===== src/design/fragment_frame_decoder_core_macros.svh =====
// Assertion macros shared by the fragment frame decoder RTL.
// Depends on nothing; included inside module bodies that assert.
`ifndef FRAGMENT_FRAME_DECODER_CORE_MACROS_SVH
`define FRAGMENT_FRAME_DECODER_CORE_MACROS_SVH

// Antecedent holds in a cycle, consequent holds in the same cycle.
`define FFD_ASSERT_SAME(label, clk, rst, ante, cons) \
   label: assert property (@(posedge clk) disable iff (rst) (ante) |-> (cons)) \
      else $error("fragment frame decoder check failed");

// Antecedent holds in a cycle, consequent holds in the next cycle.
`define FFD_ASSERT_NEXT(label, clk, rst, ante, cons) \
   label: assert property (@(posedge clk) disable iff (rst) (ante) |=> (cons)) \
      else $error("fragment frame decoder check failed");

`endif


===== src/design/ffd_pkg.sv =====
// Shared types, constants and the CRC-8 byte update for the fragment frame decoder.
// No dependencies; imported by every module of the block.
package ffd_pkg;

   // Input transfer payload
   typedef struct packed {
      logic [7:0] data_byte;
      logic       last_byte;
   } req_type;

   // Result transfer payload
   typedef struct packed {
      logic [7:0]  payload_byte;
      logic        payload_valid;
      logic        frame_done;
      logic [1:0]  error_code;
      logic [15:0] sequence_number;
      logic [15:0] total_count;
      logic [63:0] id_low_half;
      logic [63:0] id_high_half;
      logic [5:0]  payload_length;
      logic [7:0]  received_check;
   } rsp_type;

   // Configuration seen by the decode logic
   typedef struct packed {
      logic [31:0] signature_word;
      logic [7:0]  crc_polynomial;
   } cfg_type;

   // Error codes
   localparam logic [1:0] ERR_OK        = 2'd0;
   localparam logic [1:0] ERR_TOO_SHORT = 2'd1;
   localparam logic [1:0] ERR_SIGNATURE = 2'd2;
   localparam logic [1:0] ERR_CRC       = 2'd3;

   // Register map: index is address bit 2
   localparam int         CSR_ADDR_W    = 3;
   localparam logic       REG_SIGNATURE = 1'b0;
   localparam logic       REG_POLY      = 1'b1;
   localparam logic [31:0] SIGNATURE_RESET = 32'h0000_0000;
   localparam logic [7:0]  POLY_RESET      = 8'h07;

   // Frame layout
   localparam int         SIG_BYTES    = 4;
   localparam int         ID_POS       = 4;
   localparam int         ID_BYTES     = 16;
   localparam int         SEQ_POS      = 20;
   localparam int         TOTAL_POS    = 22;
   localparam int         HEADER_BYTES = 24;
   localparam logic [15:0] POS_MAX     = 16'hFFFF;
   localparam logic [7:0]  CRC_INIT    = 8'h00;

   // MSB-first CRC-8 update over one byte
   function automatic logic [7:0] crc8_byte(input logic [7:0] crc, input logic [7:0] data,
                                            input logic [7:0] poly);
      logic [7:0] c;
      c = crc ^ data;
      for (int k = 0; k < 8; k++) begin
         if (c[7]) begin
            c = {c[6:0], 1'b0} ^ poly;
         end else begin
            c = {c[6:0], 1'b0};
         end
      end
      return c;
   endfunction

endpackage


===== src/design/ffd_csr.sv =====
// APB-style configuration registers: signature word and CRC polynomial.
// Depends on ffd_pkg.
module ffd_csr (
   input  logic                          clock,
   input  logic                          reset,
   input  logic                          psel,
   input  logic                          penable,
   input  logic                          pwrite,
   input  logic [ffd_pkg::CSR_ADDR_W-1:0] paddr,
   input  logic [31:0]                   pwdata,
   output logic [31:0]                   prdata,
   output logic                          pready,
   output ffd_pkg::cfg_type              cfg
);
   import ffd_pkg::*;

   logic [31:0] signature_ff;
   logic [7:0]  poly_ff;
   logic        write_en;

   assign pready   = 1'b1;
   assign write_en = psel && penable && pwrite;

   // Take register writes in the access cycle
   always_ff @(posedge clock) begin
      if (reset) begin
         signature_ff <= SIGNATURE_RESET;
         poly_ff      <= POLY_RESET;
      end else if (write_en) begin
         case (paddr[2])
            REG_SIGNATURE: signature_ff <= pwdata;
            REG_POLY:      poly_ff      <= pwdata[7:0];
            default:       ;
         endcase
      end
   end

   // Read back
   always_comb begin
      case (paddr[2])
         REG_SIGNATURE: prdata = signature_ff;
         REG_POLY:      prdata = {24'd0, poly_ff};
         default:       prdata = '0;
      endcase
   end

   assign cfg.signature_word = signature_ff;
   assign cfg.crc_polynomial = poly_ff;

endmodule


===== src/design/ffd_deframer.sv =====
// Frame state and combinational byte decode: signature, header capture, CRC, status.
// Depends on ffd_pkg.
module ffd_deframer #(
   parameter int MaxPayload = 32
) (
   input  logic             clock,
   input  logic             reset,
   input  logic             item_fire,
   input  ffd_pkg::req_type item,
   input  ffd_pkg::cfg_type cfg,
   output ffd_pkg::rsp_type result
);
   import ffd_pkg::*;

   localparam logic [15:0] CrcPos = 16'(HEADER_BYTES + MaxPayload);
   localparam logic [15:0] MaxLen = 16'(MaxPayload);

   logic [15:0]      byte_position_ff, byte_position_in;
   logic [7:0]       running_crc_ff, running_crc_in;
   logic [7:0]       held_byte_ff, held_byte_in;
   logic             signature_ok_ff, signature_ok_in;
   logic             check_latched_ff, check_latched_in;
   logic             check_matched_ff, check_matched_in;
   logic [7:0]       check_byte_ff, check_byte_in;
   logic [1:0][63:0] id_store_ff, id_store_in;
   logic [15:0]      sequence_store_ff, sequence_store_in;
   logic [15:0]      total_store_ff, total_store_in;

   logic [15:0] p;
   logic [7:0]  b;
   logic [15:0] plen_full;
   logic [3:0]  id_off;

   assign p         = byte_position_ff;
   assign b         = item.data_byte;
   assign plen_full = p - 16'(HEADER_BYTES);
   // Byte offset within the id field: bit 3 picks the word, bits 2:0 the byte lane
   assign id_off    = 4'(p - 16'(ID_POS));

   // Decode one byte against the current frame state
   always_comb begin
      byte_position_in  = byte_position_ff;
      running_crc_in    = running_crc_ff;
      held_byte_in      = held_byte_ff;
      signature_ok_in   = signature_ok_ff;
      check_latched_in  = check_latched_ff;
      check_matched_in  = check_matched_ff;
      check_byte_in     = check_byte_ff;
      id_store_in       = id_store_ff;
      sequence_store_in = sequence_store_ff;
      total_store_in    = total_store_ff;
      result            = '0;

      // Release the payload byte held from the previous transfer
      if (p >= 16'(HEADER_BYTES + 1) && p <= CrcPos) begin
         result.payload_byte  = held_byte_ff;
         result.payload_valid = 1'b1;
      end

      // Ignore everything after the CRC byte
      if (!check_latched_ff) begin
         if (p >= 16'(HEADER_BYTES) && (p == CrcPos || item.last_byte)) begin
            check_latched_in = 1'b1;
            check_matched_in = (b == running_crc_ff);
            check_byte_in    = b;
         end else begin
            running_crc_in = crc8_byte(running_crc_ff, b, cfg.crc_polynomial);
            if (p < 16'(SIG_BYTES)) begin
               if (b != cfg.signature_word[{p[1:0], 3'b000} +: 8]) begin
                  signature_ok_in = 1'b0;
               end
            end else if (p < 16'(SEQ_POS)) begin
               id_store_in[id_off[3]][{id_off[2:0], 3'b000} +: 8] = b;
            end else if (p == 16'(SEQ_POS)) begin
               sequence_store_in[7:0] = b;
            end else if (p == 16'(SEQ_POS + 1)) begin
               sequence_store_in[15:8] = b;
            end else if (p == 16'(TOTAL_POS)) begin
               total_store_in[7:0] = b;
            end else if (p == 16'(TOTAL_POS + 1)) begin
               total_store_in[15:8] = b;
            end else begin
               held_byte_in = b;
            end
         end
      end

      // Report status on the last byte, then restart the frame
      if (item.last_byte) begin
         result.frame_done = 1'b1;
         if (p < 16'(HEADER_BYTES)) begin
            result.error_code = ERR_TOO_SHORT;
         end else begin
            if (!signature_ok_in) begin
               result.error_code = ERR_SIGNATURE;
            end else if (!check_matched_in) begin
               result.error_code = ERR_CRC;
            end else begin
               result.error_code = ERR_OK;
            end
            result.sequence_number = sequence_store_in;
            result.total_count     = total_store_in;
            result.id_low_half     = id_store_in[0];
            result.id_high_half    = id_store_in[1];
            result.payload_length  = (plen_full > MaxLen) ? MaxLen[5:0] : plen_full[5:0];
            result.received_check  = check_byte_in;
         end
         byte_position_in = '0;
         running_crc_in   = CRC_INIT;
         held_byte_in     = '0;
         signature_ok_in  = 1'b1;
         check_latched_in = 1'b0;
         check_matched_in = 1'b0;
         check_byte_in    = '0;
      end else if (p != POS_MAX) begin
         byte_position_in = p + 16'd1;
      end
   end

   // Advance frame state on each decoded transfer
   always_ff @(posedge clock) begin
      if (reset) begin
         byte_position_ff  <= '0;
         running_crc_ff    <= CRC_INIT;
         held_byte_ff      <= '0;
         signature_ok_ff   <= 1'b1;
         check_latched_ff  <= 1'b0;
         check_matched_ff  <= 1'b0;
         check_byte_ff     <= '0;
         id_store_ff       <= '0;
         sequence_store_ff <= '0;
         total_store_ff    <= '0;
      end else if (item_fire) begin
         byte_position_ff  <= byte_position_in;
         running_crc_ff    <= running_crc_in;
         held_byte_ff      <= held_byte_in;
         signature_ok_ff   <= signature_ok_in;
         check_latched_ff  <= check_latched_in;
         check_matched_ff  <= check_matched_in;
         check_byte_ff     <= check_byte_in;
         id_store_ff       <= id_store_in;
         sequence_store_ff <= sequence_store_in;
         total_store_ff    <= total_store_in;
      end
   end

endmodule


===== src/design/fragment_frame_decoder_core.sv =====
// Fragment frame decoder: takes one frame byte per transfer and returns exactly one
// result per byte, through input register, decode and result register, sustaining one
// byte per clock while the result channel is not stalled, since the byte-wide CRC-8
// update and the frame counter are combinational. Payload bytes come out one transfer
// late; the result for the last byte carries status and, for a full header, the decoded
// header. Depends on ffd_pkg, ffd_csr, ffd_deframer and the shared assertion macros.
module fragment_frame_decoder_core #(
   parameter int MAX_PAYLOAD = 32
) (
   input  logic                          clock,
   input  logic                          reset,
   // Input channel
   input  logic                          req_valid,
   output logic                          req_stall,
   input  ffd_pkg::req_type              req_payload,
   // Result channel
   output logic                          rsp_valid,
   input  logic                          rsp_stall,
   output ffd_pkg::rsp_type              rsp_payload,
   // Configuration port
   input  logic                          psel,
   input  logic                          penable,
   input  logic                          pwrite,
   input  logic [ffd_pkg::CSR_ADDR_W-1:0] paddr,
   input  logic [31:0]                   pwdata,
   output logic [31:0]                   prdata,
   output logic                          pready
);
   import ffd_pkg::*;
   `include "fragment_frame_decoder_core_macros.svh"

   logic    in_valid_ff, in_valid_in;
   req_type in_data_ff;
   logic    out_valid_ff, out_valid_in;
   rsp_type out_data_ff;
   rsp_type decoded;
   cfg_type cfg;
   logic    req_fire;
   logic    advance;

   ffd_csr u_csr (
      .clock   (clock),
      .reset   (reset),
      .psel    (psel),
      .penable (penable),
      .pwrite  (pwrite),
      .paddr   (paddr),
      .pwdata  (pwdata),
      .prdata  (prdata),
      .pready  (pready),
      .cfg     (cfg)
   );

   ffd_deframer #(
      .MaxPayload (MAX_PAYLOAD)
   ) u_deframer (
      .clock     (clock),
      .reset     (reset),
      .item_fire (advance),
      .item      (in_data_ff),
      .cfg       (cfg),
      .result    (decoded)
   );

   // Move the held byte into the result register when that register frees up
   assign advance   = in_valid_ff && (!out_valid_ff || !rsp_stall);
   assign req_stall = in_valid_ff && !advance;
   assign req_fire  = req_valid && !req_stall;

   always_comb begin
      in_valid_in = in_valid_ff;
      if (req_fire) begin
         in_valid_in = 1'b1;
      end else if (advance) begin
         in_valid_in = 1'b0;
      end
      out_valid_in = out_valid_ff;
      if (advance) begin
         out_valid_in = 1'b1;
      end else if (out_valid_ff && !rsp_stall) begin
         out_valid_in = 1'b0;
      end
   end

   // Hold control flags
   always_ff @(posedge clock) begin
      if (reset) begin
         in_valid_ff  <= 1'b0;
         out_valid_ff <= 1'b0;
      end else begin
         in_valid_ff  <= in_valid_in;
         out_valid_ff <= out_valid_in;
      end
   end

   // Capture payloads
   always_ff @(posedge clock) begin
      if (req_fire) begin
         in_data_ff <= req_payload;
      end
      if (advance) begin
         out_data_ff <= decoded;
      end
   end

   assign rsp_valid   = out_valid_ff;
   assign rsp_payload = out_data_ff;

   // A decoded byte always lands in the result register
   `FFD_ASSERT_NEXT(a_advance_fills_out, clock, reset, advance, out_valid_ff)
   // A blocked input byte is kept, not dropped
   `FFD_ASSERT_NEXT(a_blocked_input_kept, clock, reset,
      in_valid_ff && out_valid_ff && rsp_stall, in_valid_ff)
   // Status only shows on the last byte of a frame
   `FFD_ASSERT_SAME(a_status_only_at_end, clock, reset,
      out_valid_ff && !out_data_ff.frame_done,
      out_data_ff.error_code == ERR_OK && out_data_ff.received_check == 8'd0)
   // A short frame reports no decoded fields
   `FFD_ASSERT_SAME(a_short_frame_clear, clock, reset,
      out_valid_ff && out_data_ff.frame_done && out_data_ff.error_code == ERR_TOO_SHORT,
      out_data_ff.payload_length == 6'd0 && out_data_ff.sequence_number == 16'd0)

endmodule


===== config.mk =====
export PLATFORM = sky130hd
export DESIGN_NAME = fragment_frame_decoder_core
export DESIGN_NICKNAME = d
export VERILOG_FILES = /design/src/design/ffd_pkg.sv /design/src/design/ffd_csr.sv /design/src/design/ffd_deframer.sv /design/src/design/fragment_frame_decoder_core.sv
export VERILOG_INCLUDE_DIRS = /design/src /design/src/design
export SDC_FILE = /design/constraint.sdc
export NUM_CORES = 1
export LEC_CHECK = 0
export BUFFER_PORTS_ARGS = -buffer_cell sky130_fd_sc_hd__buf_2
export CORE_AREA = 5 5 248 226
export CTS_CLUSTER_SIZE = 10
export DETAILED_ROUTE_END_ITERATION = 10
export DIE_AREA = 0 0 253 231
export PLACE_DENSITY_LB_ADDON = 0.12
export SYNTH_ARGS = -nofsm -noshare
export SYNTH_HDL_FRONTEND = slang
export SYNTH_SLANG_ARGS = --single-unit

===== constraint.sdc =====
create_clock -name clock -period 11.53 [get_ports clock]
set_clock_uncertainty 0.05 [all_clocks]
set_input_delay 1.153 -clock clock [delete_from_list [all_inputs] [get_ports clock]]
set_output_delay 1.153 -clock clock [all_outputs]
set_load 0.05 [all_outputs]

### After elaboration in Yosys (flattened, before gate mapping)

Cells that the tools add are included.

| storage, ports and cells | value |
|---|---|
| bits in registers | 440 |
| input port bits | 51 |
| output and inout port bits | 221 |
| word-level logic and storage cells | 182 |

| cells by class | value |
|---|---|
| $add $sub $neg | 4 |
| magnitude comparators | 9 |
| equal/unequal tests | 16 |
| shift-type cells | 3 |
| mux-type cells | 85 |
| bitwise operators | 11 |
| reductions and logical operators | 25 |

Operators by type and width:

| kind | number |
|---|---|
| 2-to-1 mux 128 bit | 4 |
| 2-to-1 mux 8 bit | 43 |
| 2-to-1 mux 16 bit | 12 |
| 2-to-1 mux 177 bit | 1 |
| 2-to-1 mux 174 bit | 1 |
| bitwise mux 128 bit | 1 |
| bitwise XOR 8 bit | 9 |
| demux 64 bit (select 1 bit) | 1 |
| == test 16 x 5 -> 1 bit (second input constant) | 4 |
| 2-to-1 mux 64 bit | 1 |
| one-hot mux 32 bit (2 select lines) | 1 |
| variable shift 8 x 8 -> 64 bit (first input constant) | 1 |
| variable part select 8 x 8 -> 64 bit | 1 |
| greater-or-equal comparator 16 x 5 -> 1 bit (second input constant) | 2 |
| < comparator 16 x 5 -> 1 bit (second input constant) | 2 |
| variable part select 32 x 6 -> 8 bit | 1 |
| adder 16 x 1 -> 16 bit (second input constant) | 1 |
| == test 16 x 6 -> 1 bit (second input constant) | 1 |
| > comparator 16 x 6 -> 1 bit (second input constant) | 1 |
| <= comparator 16 x 6 -> 1 bit (second input constant) | 1 |
| < comparator 16 x 3 -> 1 bit (second input constant) | 1 |
| 2-to-1 mux 1 bit | 16 |
| != test 16 bit (second input constant) | 1 |
| != test 2 bit (second input constant) | 8 |
| other kinds (19) | 38 |

### Longest topological paths before layout

Gate-level depths: netlist (run 1).

| logic depth | value |
|---|---|
| depth in word-level cells | 34 |
| mapped depth | 18 |
| mapped depth without buffers | 14 |

### By module

A second synthesis (run 1) with hierarchy kept.

| second synthesis, totals | value |
|---|---|
| cells, all modules | 1935 |
| area total of the unflattened synthesis | 20290.7 sq um |

Modules (own cells, without submodules):

| module | instances | cells each | area an instance (sq um) | seq. area each (sq um) |
|---|---|---|---|---|
| ffd_deframer | 1 | 1523 | 12293.0 | 4063.9 |
| fragment_frame_decoder_core | 1 | 205 | 5941.9 | 5895.7 |
| ffd_csr | 1 | 207 | 2055.7 | 800.8 |

### Least setup slack after synthesis (run 1)

No wires, ideal clock.

| path | value |
|---|---|
| path type | in2reg |
| start | in rsp_stall |
| end | reg u_deframer.check_byte_ff[0] |
| library setup time | 128 ps |
| arrival time | 8553 ps |
| required time | 11352 ps |
| path slack | 2799 ps |
| stages | 8 |
| buffers on the path | 2 |
| path through | nand2_1 > nand2_1 > clkbuf_1 > clkinv_1 > clkbuf_1 > o21ai_1 > a22oi_1 > nor2_1 |

| on the way | value |
|---|---|
| cells in the longest elaborated chain, start to end | 3 |

RTL lines:

| what | line | RTL |
|---|---|---|
| start: declaration | fragment_frame_decoder_core.sv:18 | `input logic rsp_stall,` |
| zero test 1 bit | fragment_frame_decoder_core.sv:66 | `assign advance = in_valid_ff && (!out_valid_ff \|\| !rsp_stall);` |
| logical OR 1 bit | fragment_frame_decoder_core.sv:66 |  |
| logical AND 1 bit | fragment_frame_decoder_core.sv:66 |  |
| via advance | fragment_frame_decoder_core.sv:39 | `logic advance;` |
| end signal: assignment | ffd_deframer.sv:140 | `check_byte_ff <= check_byte_in;` |
| end: declaration | ffd_deframer.sv:24 | `logic [7:0] check_byte_ff, check_byte_in;` |

The timed path passes the listed nets, and every way through them passes these cells.
A chain may end at the register's enable or synchronous reset.

### Final worst setup path (run 1)

| path | value |
|---|---|
| start | reg in_data_ff[8] in the netlist's numbering |
| end | reg u_deframer.running_crc_ff[7] |

| on the way | value |
|---|---|
| cells in the longest elaborated chain, start to end | 33 |

RTL lines:

| what | line | RTL |
|---|---|---|
| start: declaration | fragment_frame_decoder_core.sv:33 | `req_type in_data_ff;` |
| start signal: assignment | fragment_frame_decoder_core.sv:99 | `in_data_ff <= req_payload;` |
| bitwise XOR 8 bit * | ffd_pkg.sv:58 | `c = crc ^ data;` |
| 2-to-1 mux 8 bit * | ffd_pkg.sv:60 | `if (c[7]) begin` |
| 2-to-1 mux 8 bit * | ffd_deframer.sv:62 | `if (p >= 16'(HEADER_BYTES) && (p == CrcPos \|\| item.last_byte)) begin` |
| 2-to-1 mux 8 bit * | ffd_deframer.sv:61 | `if (!check_latched_ff) begin` |
| bitwise XOR 8 bit | ffd_pkg.sv:61 | `c = {c[6:0], 1'b0} ^ poly;` |
| 2-to-1 mux 8 bit * | ffd_pkg.sv:60 |  |
| 2-to-1 mux 8 bit * | ffd_deframer.sv:62 |  |
| 2-to-1 mux 8 bit * | ffd_deframer.sv:61 |  |
| [... 17 more ...] | n/a |  |
| 2-to-1 mux 8 bit * | ffd_pkg.sv:60 |  |
| 2-to-1 mux 8 bit * | ffd_deframer.sv:62 |  |
| 2-to-1 mux 8 bit * | ffd_deframer.sv:61 |  |
| bitwise XOR 8 bit | ffd_pkg.sv:61 |  |
| 2-to-1 mux 8 bit * | ffd_pkg.sv:60 |  |
| 2-to-1 mux 8 bit * | ffd_deframer.sv:62 |  |
| 2-to-1 mux 8 bit * | ffd_deframer.sv:61 |  |
| 2-to-1 mux 8 bit * | ffd_deframer.sv:89 | `if (item.last_byte) begin` |
| end signal: assignment | ffd_deframer.sv:135 | `running_crc_ff <= running_crc_in;` |
| end: declaration | ffd_deframer.sv:19 | `logic [7:0] running_crc_ff, running_crc_in;` |

Every way passes the cells marked *; elsewhere a longest branch is shown, timed or not. The select of a mux whose other input is x is not followed.

==> results of run 1 <==
==> power by group <==
group          total (µW)  internal, µW  leakage, µW  switching [µW]
Sequential           1680          1660      0.00386            17.7
Clock                1520           879     0.000747             641
Combinational         384           111      0.00342             273
==> placed cells by master, fill, tap and decap left out, types with 6 or more instances in the layout <==
master,count
nor2_1,177
nor4_1,8
inv_1,20
mux2_2,9
nand4_1,8
buf_4,21
o211ai_1,6
clkbuf_8,6
a31oi_1,8
clkbuf_1,33
ha_1,10
and2_1,11
nor2b_1,28
dfxtp_1,245
or3_1,9
mux2i_1,85
nand2b_1,10
xor2_1,12
clkbuf_16,52
xnor2_1,52
a21oi_1,303
nand3_1,39
a22oi_1,18
mux4_2,8
o21ai_0,15
nand2_1,648
buf_2,267
o21ai_1,18
nand3b_1,6
and3_1,14
nor3_1,22
edfxtp_1,195
==> tightest hold or removal path: cells and delay by family, from the launching register on <==
| family | cells | cell delay (ns) |
|---|---|---|
| AOI/OAI and AO/OA | 1 | 0.05 |
| DFF | 1 | 0.31 |
| and+or+nand+nor | 1 | 0.05 |
==> path summary, 6_finish.rpt <==
kind,slack (ns),depth (start not counted),from,to
max,6.29,13,in_data_ff[8],u_deframer.running_crc_ff[7]
min reg2reg,0.40,2,u_deframer.id_store_ff[29],u_deframer.id_store_ff[29]
min,0.40,2,u_deframer.id_store_ff[29],u_deframer.id_store_ff[29]
max reg2reg,6.29,13,in_data_ff[8],u_deframer.running_crc_ff[7]
==> stage by stage <==
stage	hold slack, ns	utilization	worst slack [ns]	cells	power, µW
after floorplan	0.381	-	2.80	2209	2000
after global placement	0.388	0.406	6.45	3057	2090
after detailed placement	0.394	0.406	6.39	3057	2090
after CTS	0.401	0.435	6.36	3153	3630
after global routing	0.416	0.435	5.89	3153	3720
final	0.401	0.435	6.29	3153	3580
==> sequential cells by signal, indices dropped and copies added, names as in the netlist, 8 cells and up <==
register,flops
u_deframer.held_byte_ff,8
u_deframer.running_crc_ff,8
u_csr.signature_ff,32
u_deframer.byte_position_ff,16
u_deframer.total_store_ff,16
u_deframer.sequence_store_ff,16
rsp_payload,186
u_deframer.check_byte_ff,8
in_data_ff,9
u_csr.poly_ff,8
u_deframer.id_store_ff,128
==> layer usage <==
layer / routed length [µm] / part of all wire
met1: 27100 / 0.46
met2: 26100 / 0.45
met3: 3590 / 0.061
met4: 1600 / 0.027
met5: 0 / 0
==> kinds of logic after synthesis <==
group,synth area share
buffers and inverters,0.0327
AOI/OAI and AO/OA,0.114
muxes,0.0569
and+or+nand+nor,0.211
DFF,0.541
adders and majority gates,0.00629
other,0.000189
xor gates and xnor gates,0.0376
==> final cells by class <==
cell class | instances | area [µm²] | area share
clock buffer | 91 | 1510 | 0.0648
tap | 705 | 882 | 0.0379
clock inverter | 5 | 41.3 | 0.00177
timing repair buffer | 289 | 1510 | 0.0647
sequential | 440 | 10800 | 0.462
multi-input combinational | 1602 | 8500 | 0.365
inverter | 21 | 86.3 | 0.00371
==> impl_metrics.env, run 1 <==
export IMPL_status="finished clean"
export IMPL_cts_setup_buffers=0
export IMPL_use_met3=0.0360
export IMPL_yosysTopAreaCellShare=0.294
export IMPL_vias=16200
export IMPL_vdd_drop_max_mv=0.101
export IMPL_critical_path_endpoint_type="register"
export IMPL_rows=81
export IMPL_avgSynthCellArea_um2=9.00
export IMPL_overflow=0
export IMPL_diodes=0
export IMPL_cp_cell_sequence="buf_4, xor2_1, a21oi_1, o22ai_1, a2111oi_1, a311oi_4, mux2i_1, o21ai_1, a32oi_1, nor4_4, o21ai_1, xnor2_1, o21ai_1"
export IMPL_die_h_um=231
export IMPL_cap_violations=0
export IMPL_slew_viol_final=0
export IMPL_synthCells=2209
export IMPL_post_synth_top_count_cell="nand2_1"
export IMPL_p_per_area_mw_per_mm2=154
export IMPL_fin_setup_tns_ns=0
export IMPL_cp_arrival_ns=5.66
export IMPL_cts_root_buf="clkbuf_16"
export IMPL_nNetsFinal=2467
export IMPL_cts_buffers=52
export IMPL_async_flop_share=0
export IMPL_min_period_over_period=0.454
export IMPL_fillers=5273
export IMPL_startpoint_type="register"
export IMPL_cts_buffer_depth=3
export IMPL_syn_area_mm2=0.0199
export IMPL_cts_htree_levels=2
export IMPL_setup_violations=0
export IMPL_cpMostUsedCell="o21ai_1"
export IMPL_crit_path_max_fanout=46
export IMPL_grtUsageMet2=0.299
export IMPL_antenna_found_initial=0
export IMPL_die_w_um=253
export IMPL_yosys_top_cells_count="nand2_1 (650), a21oi_1 (303), dfxtp_1 (245), edfxtp_1 (195), nor2_1 (178)"
export IMPL_layout_drive_gt1_share=0.161
export IMPL_grt_pass1_wl_mm=90.7
export IMPL_synth_edf_count=195
export IMPL_synth_cell_type_count=71
export IMPL_relSlewSlack=0.213
export IMPL_detail_route_antenna_nets=0
export IMPL_tightest_slew_ns=1.17
export IMPL_hold_path_class="reg -> reg"
export IMPL_cts_hold_buffers=0
export IMPL_wl_per_cell_um=18.5
export IMPL_synth_main_ff_cell="dfxtp_1"
export IMPL_gp_congestion=0.812
export IMPL_p_leak_uw=0.00802
export IMPL_ys_warn_count=0
export IMPL_core_region_area_mm2=0.0535
export IMPL_clk_insertion_delay_late_ns=0.59
export IMPL_synth_top_cells_by_area="edfxtp_1 (29%), dfxtp_1 (25%), nand2_1 (12%), a21oi_1 (7.6%), mux2i_1 (4.3%)"
export IMPL_period_needed_ns=5.24
export IMPL_io_buffers=268
export IMPL_critPathTopFamily="compound AO/OA/AOI/OAI gates"
export IMPL_drc_errors=0
export IMPL_synth_seq_cells=440
export IMPL_die_area_mm2=0.0584
export IMPL_first_iter_violations=1214
export IMPL_viasPerCell=5.13
export IMPL_hpwl_mm=36.6
export IMPL_yosysTopAreaCell="edfxtp_1"
export IMPL_cts_resized=0
export IMPL_critPathRequiredTime_ns=11.95
export IMPL_globalRouteMet1Util=0.279
export IMPL_rsz0062_at_grt="false"
export IMPL_cts_tree="yes"
export IMPL_drt_wl_total_mm=58.4
export IMPL_dpl_cell_area_mm2=0.0217
export IMPL_yosysSeqAreaShare=0.541
export IMPL_syn_num_nets=2270
export IMPL_cts_sinks=440
export IMPL_pin_count=272
export IMPL_hold_viol=0
export IMPL_clock_fmax_ghz=0.191
export IMPL_grt_max_degree=137
export IMPL_track_usage=0.194
export IMPL_start_util=0.372
export IMPL_area_growth_syn_to_layout_pct=17.0
export IMPL_slowest_delay_ns=0.89
export IMPL_busiest_layer="met2"
export IMPL_clk_pin_slew_ns=0.06
export IMPL_drt_pass1_iter_count=5
export IMPL_crit_buf_inv=1
export IMPL_slowest_stage="xor2_1"
export IMPL_final_area_mm2=0.0233
export IMPL_grt_pass1_vias=15700
export IMPL_crit_type="reg -> reg"
(Power assumes the default switching activity.)
==> run 2: changes to the inputs <==
- clock period: 11.53 -> 4.7 ns (I/O delays scaled with it)
==> run 2 against run 1 <==
Die area did not move. Setup slack got worse by 5.9 ns. Combinational power rose to 2.5 times the previous value. Register-to-register slack got worse by 5.9 ns. Utilization rose by 0.55 points. Fmax rose by 22%. Sequential share of layout area fell by 0.58 points. Wire length rose by 1.5%. Global-route usage rose by 0.18 points. Clock power rose to 2.5 times the previous value. Largest power group unchanged. Highest routed layer is now met5.
==> impl_metrics.env, run 2 (synthesis gave the netlist of run 1 again) <==
export IMPL_status="finished clean"
export IMPL_viasPerCell=5.14
export IMPL_track_usage=0.196
export IMPL_pin_count=272
export IMPL_layout_commonest_cell="nand2_1"
export IMPL_slowest_delay_ns=0.60
export IMPL_post_place_ws_ns=0.435
export IMPL_r2r_cells=12
export IMPL_die_w_um=253
export IMPL_swShare=0.257
export IMPL_p_int_uw=6600
export IMPL_r2r_slack_ns=0.42
export IMPL_grt_pass1_vias=15800
export IMPL_antenna_found_initial=3
export IMPL_final_util=0.441
export IMPL_clkPwrFrac=0.430
export IMPL_hp_start="req_valid"
export IMPL_min_period_over_period=0.911
export IMPL_wl_met2_mm=27.1
export IMPL_cts_setup_buffers=0
export IMPL_slew_viol_final=0
export IMPL_cts_buffers=52
export IMPL_critPathRequiredTime_ns=5.12
export IMPL_rsz0062_at_grt="false"
export IMPL_clk_pin_slew_ns=0.06
export IMPL_pwr_share_seq=0.462
export IMPL_die_h_um=231
export IMPL_grt_max_degree=137
export IMPL_critical_path_endpoint_type="register"
export IMPL_drc_errors=0
export IMPL_hold_path_class="in -> reg"
export IMPL_vdd_drop_max_mv=0.240
export IMPL_crit_path_max_fanout=10
export IMPL_cts_buffer_depth=3
export IMPL_startpoint_type="register"
export IMPL_cts_tree="yes"
export IMPL_drt_wl_total_mm=59.3
export IMPL_period_needed_ns=4.28
export IMPL_area_growth_syn_to_layout_pct=18.5
export IMPL_combPwrFrac=0.108
export IMPL_crit_type="reg -> reg"
export IMPL_cts_sinks=440
export IMPL_final_cell_mix="nand2_1 (648), a21oi_1 (303), buf_2 (267), dfxtp_1 (245), edfxtp_1 (195)"
export IMPL_rows=81
export IMPL_hpwl_mm=37.9
export IMPL_clk_insertion_delay_late_ns=0.59
export IMPL_setup_slack_ns=0.420
export IMPL_cts_htree_levels=2
export IMPL_grt_pass1_wl_mm=91.6
export IMPL_cpMostUsedCell="o21ai_1"
export IMPL_hold_end="in_valid_ff"
export IMPL_dp_cells=3078
export IMPL_cts_root_buf="clkbuf_16"
export IMPL_start_util=0.372
export IMPL_met3WireLength_mm=3.53
export IMPL_gp_congestion=0.852
export IMPL_final_cell_count_no_fill=3182
export IMPL_clock_fmax_ghz=0.234
export IMPL_worstReg2RegEnd="u_deframer.running_crc_ff[5]"
export IMPL_overflow=0
export IMPL_largest_reg_flops=186
export IMPL_wl_per_cell_um=18.6
export IMPL_p_switching_uw=2280
export IMPL_hold_depth=3
export IMPL_detail_route_antenna_nets=0
export IMPL_first_iter_violations=1404
export IMPL_layout_drive_gt1_share=0.166
export IMPL_p_per_area_mw_per_mm2=377
export IMPL_drt_met1_wl_mm=27.5
export IMPL_die_area_mm2=0.0584
export IMPL_fin_setup_tns_ns=0
export IMPL_p_leak_uw=0.00819
export IMPL_vias=16400
export IMPL_nNetsFinal=2496
export IMPL_hold_viol=0
export IMPL_drt_pass1_iter_count=5
export IMPL_cp_arrival_ns=4.70
export IMPL_top_layer_used="met5"
export IMPL_cp_cell_sequence="xnor2_2, xnor2_1, o22ai_1, a2111oi_1, a311oi_4, mux2i_1, o21ai_1, a32oi_1, nor4_4, o21ai_1, xnor2_1, o21ai_1"
export IMPL_rr_startpoint="in_data_ff[7]"
export IMPL_core_region_area_mm2=0.0535
export IMPL_setup_violations=0
export IMPL_cap_violations=0
export IMPL_io_buffers=268
export IMPL_slowest_stage="a2111oi_1"
export IMPL_startpoint="in_data_ff[7]"
export IMPL_tightest_slew_ns=1.27
export IMPL_relSlewSlack=0.150
-- run 2: repair_timing --
item,4_1_cts,5_1_grt
hold endpoints to repair,8,0
hold buffers,8,0
gates resized for setup,0,0
endpoints found under the setup margin,0,0
-- run 2: final cells by class --
type / count / area (µm²)
Fill cell: 5274 / 29900
Sequential cell: 440 / 10800
Multi-Input combinational cell: 1602 / 8490
Timing Repair Buffer: 318 / 1760
Clock buffer: 91 / 1540
Tap cell: 705 / 882
Inverter: 21 / 86.3
Clock inverter: 4 / 55.1
Antenna cell: 1 / 2.50
-- run 2: per-stage QoR --
stage	area, µm²	hold WS [ns]	total power (µW)
floorplan	19900	0.381	4900
global placement	21900	0.389	5140
detailed placement	21900	0.394	5150
CTS	23600	0.0193	9000
global route	23600	0.0424	9230
finish	23600	0.0551	8890
-- run 2: metal layers --
metal,global-route usage,vias up
met3,0.0365,87
met1,0.279,7824
met5,0,-
met2,0.308,474
met4,0.0498,2
li1,-,7969
-- run 2: worst max path at each step --
stage                                    to
2_1_floorplan   u_deframer.id_store_ff[120]
3_3_place_gp   u_deframer.running_crc_ff[5]
3_5_place_dp   u_deframer.running_crc_ff[5]
4_1_cts        u_deframer.running_crc_ff[5]
5_1_grt        u_deframer.running_crc_ff[5]
6_report       u_deframer.running_crc_ff[5]
-- run 2: power by group through the flow --
stage / Sequential [µW] / Clock [µW] / Combinational, µW
finish: 4110 / 3820 / 960
global route: 4110 / 4090 / 1020
CTS: 4110 / 3920 / 965
floorplan: 4380 / 0 / 516
detailed placement: 4190 / 0 / 956
global placement: 4190 / 0 / 951
-- run 2: worst max-delay path, delay by kind of cell, from the launching register on --
family / cells / cell delay [ns]
AOI/OAI and AO/OA: 7 / 1.93
xor gates and xnor gates: 3 / 0.91
DFF: 1 / 0.55
muxes: 1 / 0.21
and+or+nand+nor: 1 / 0.52
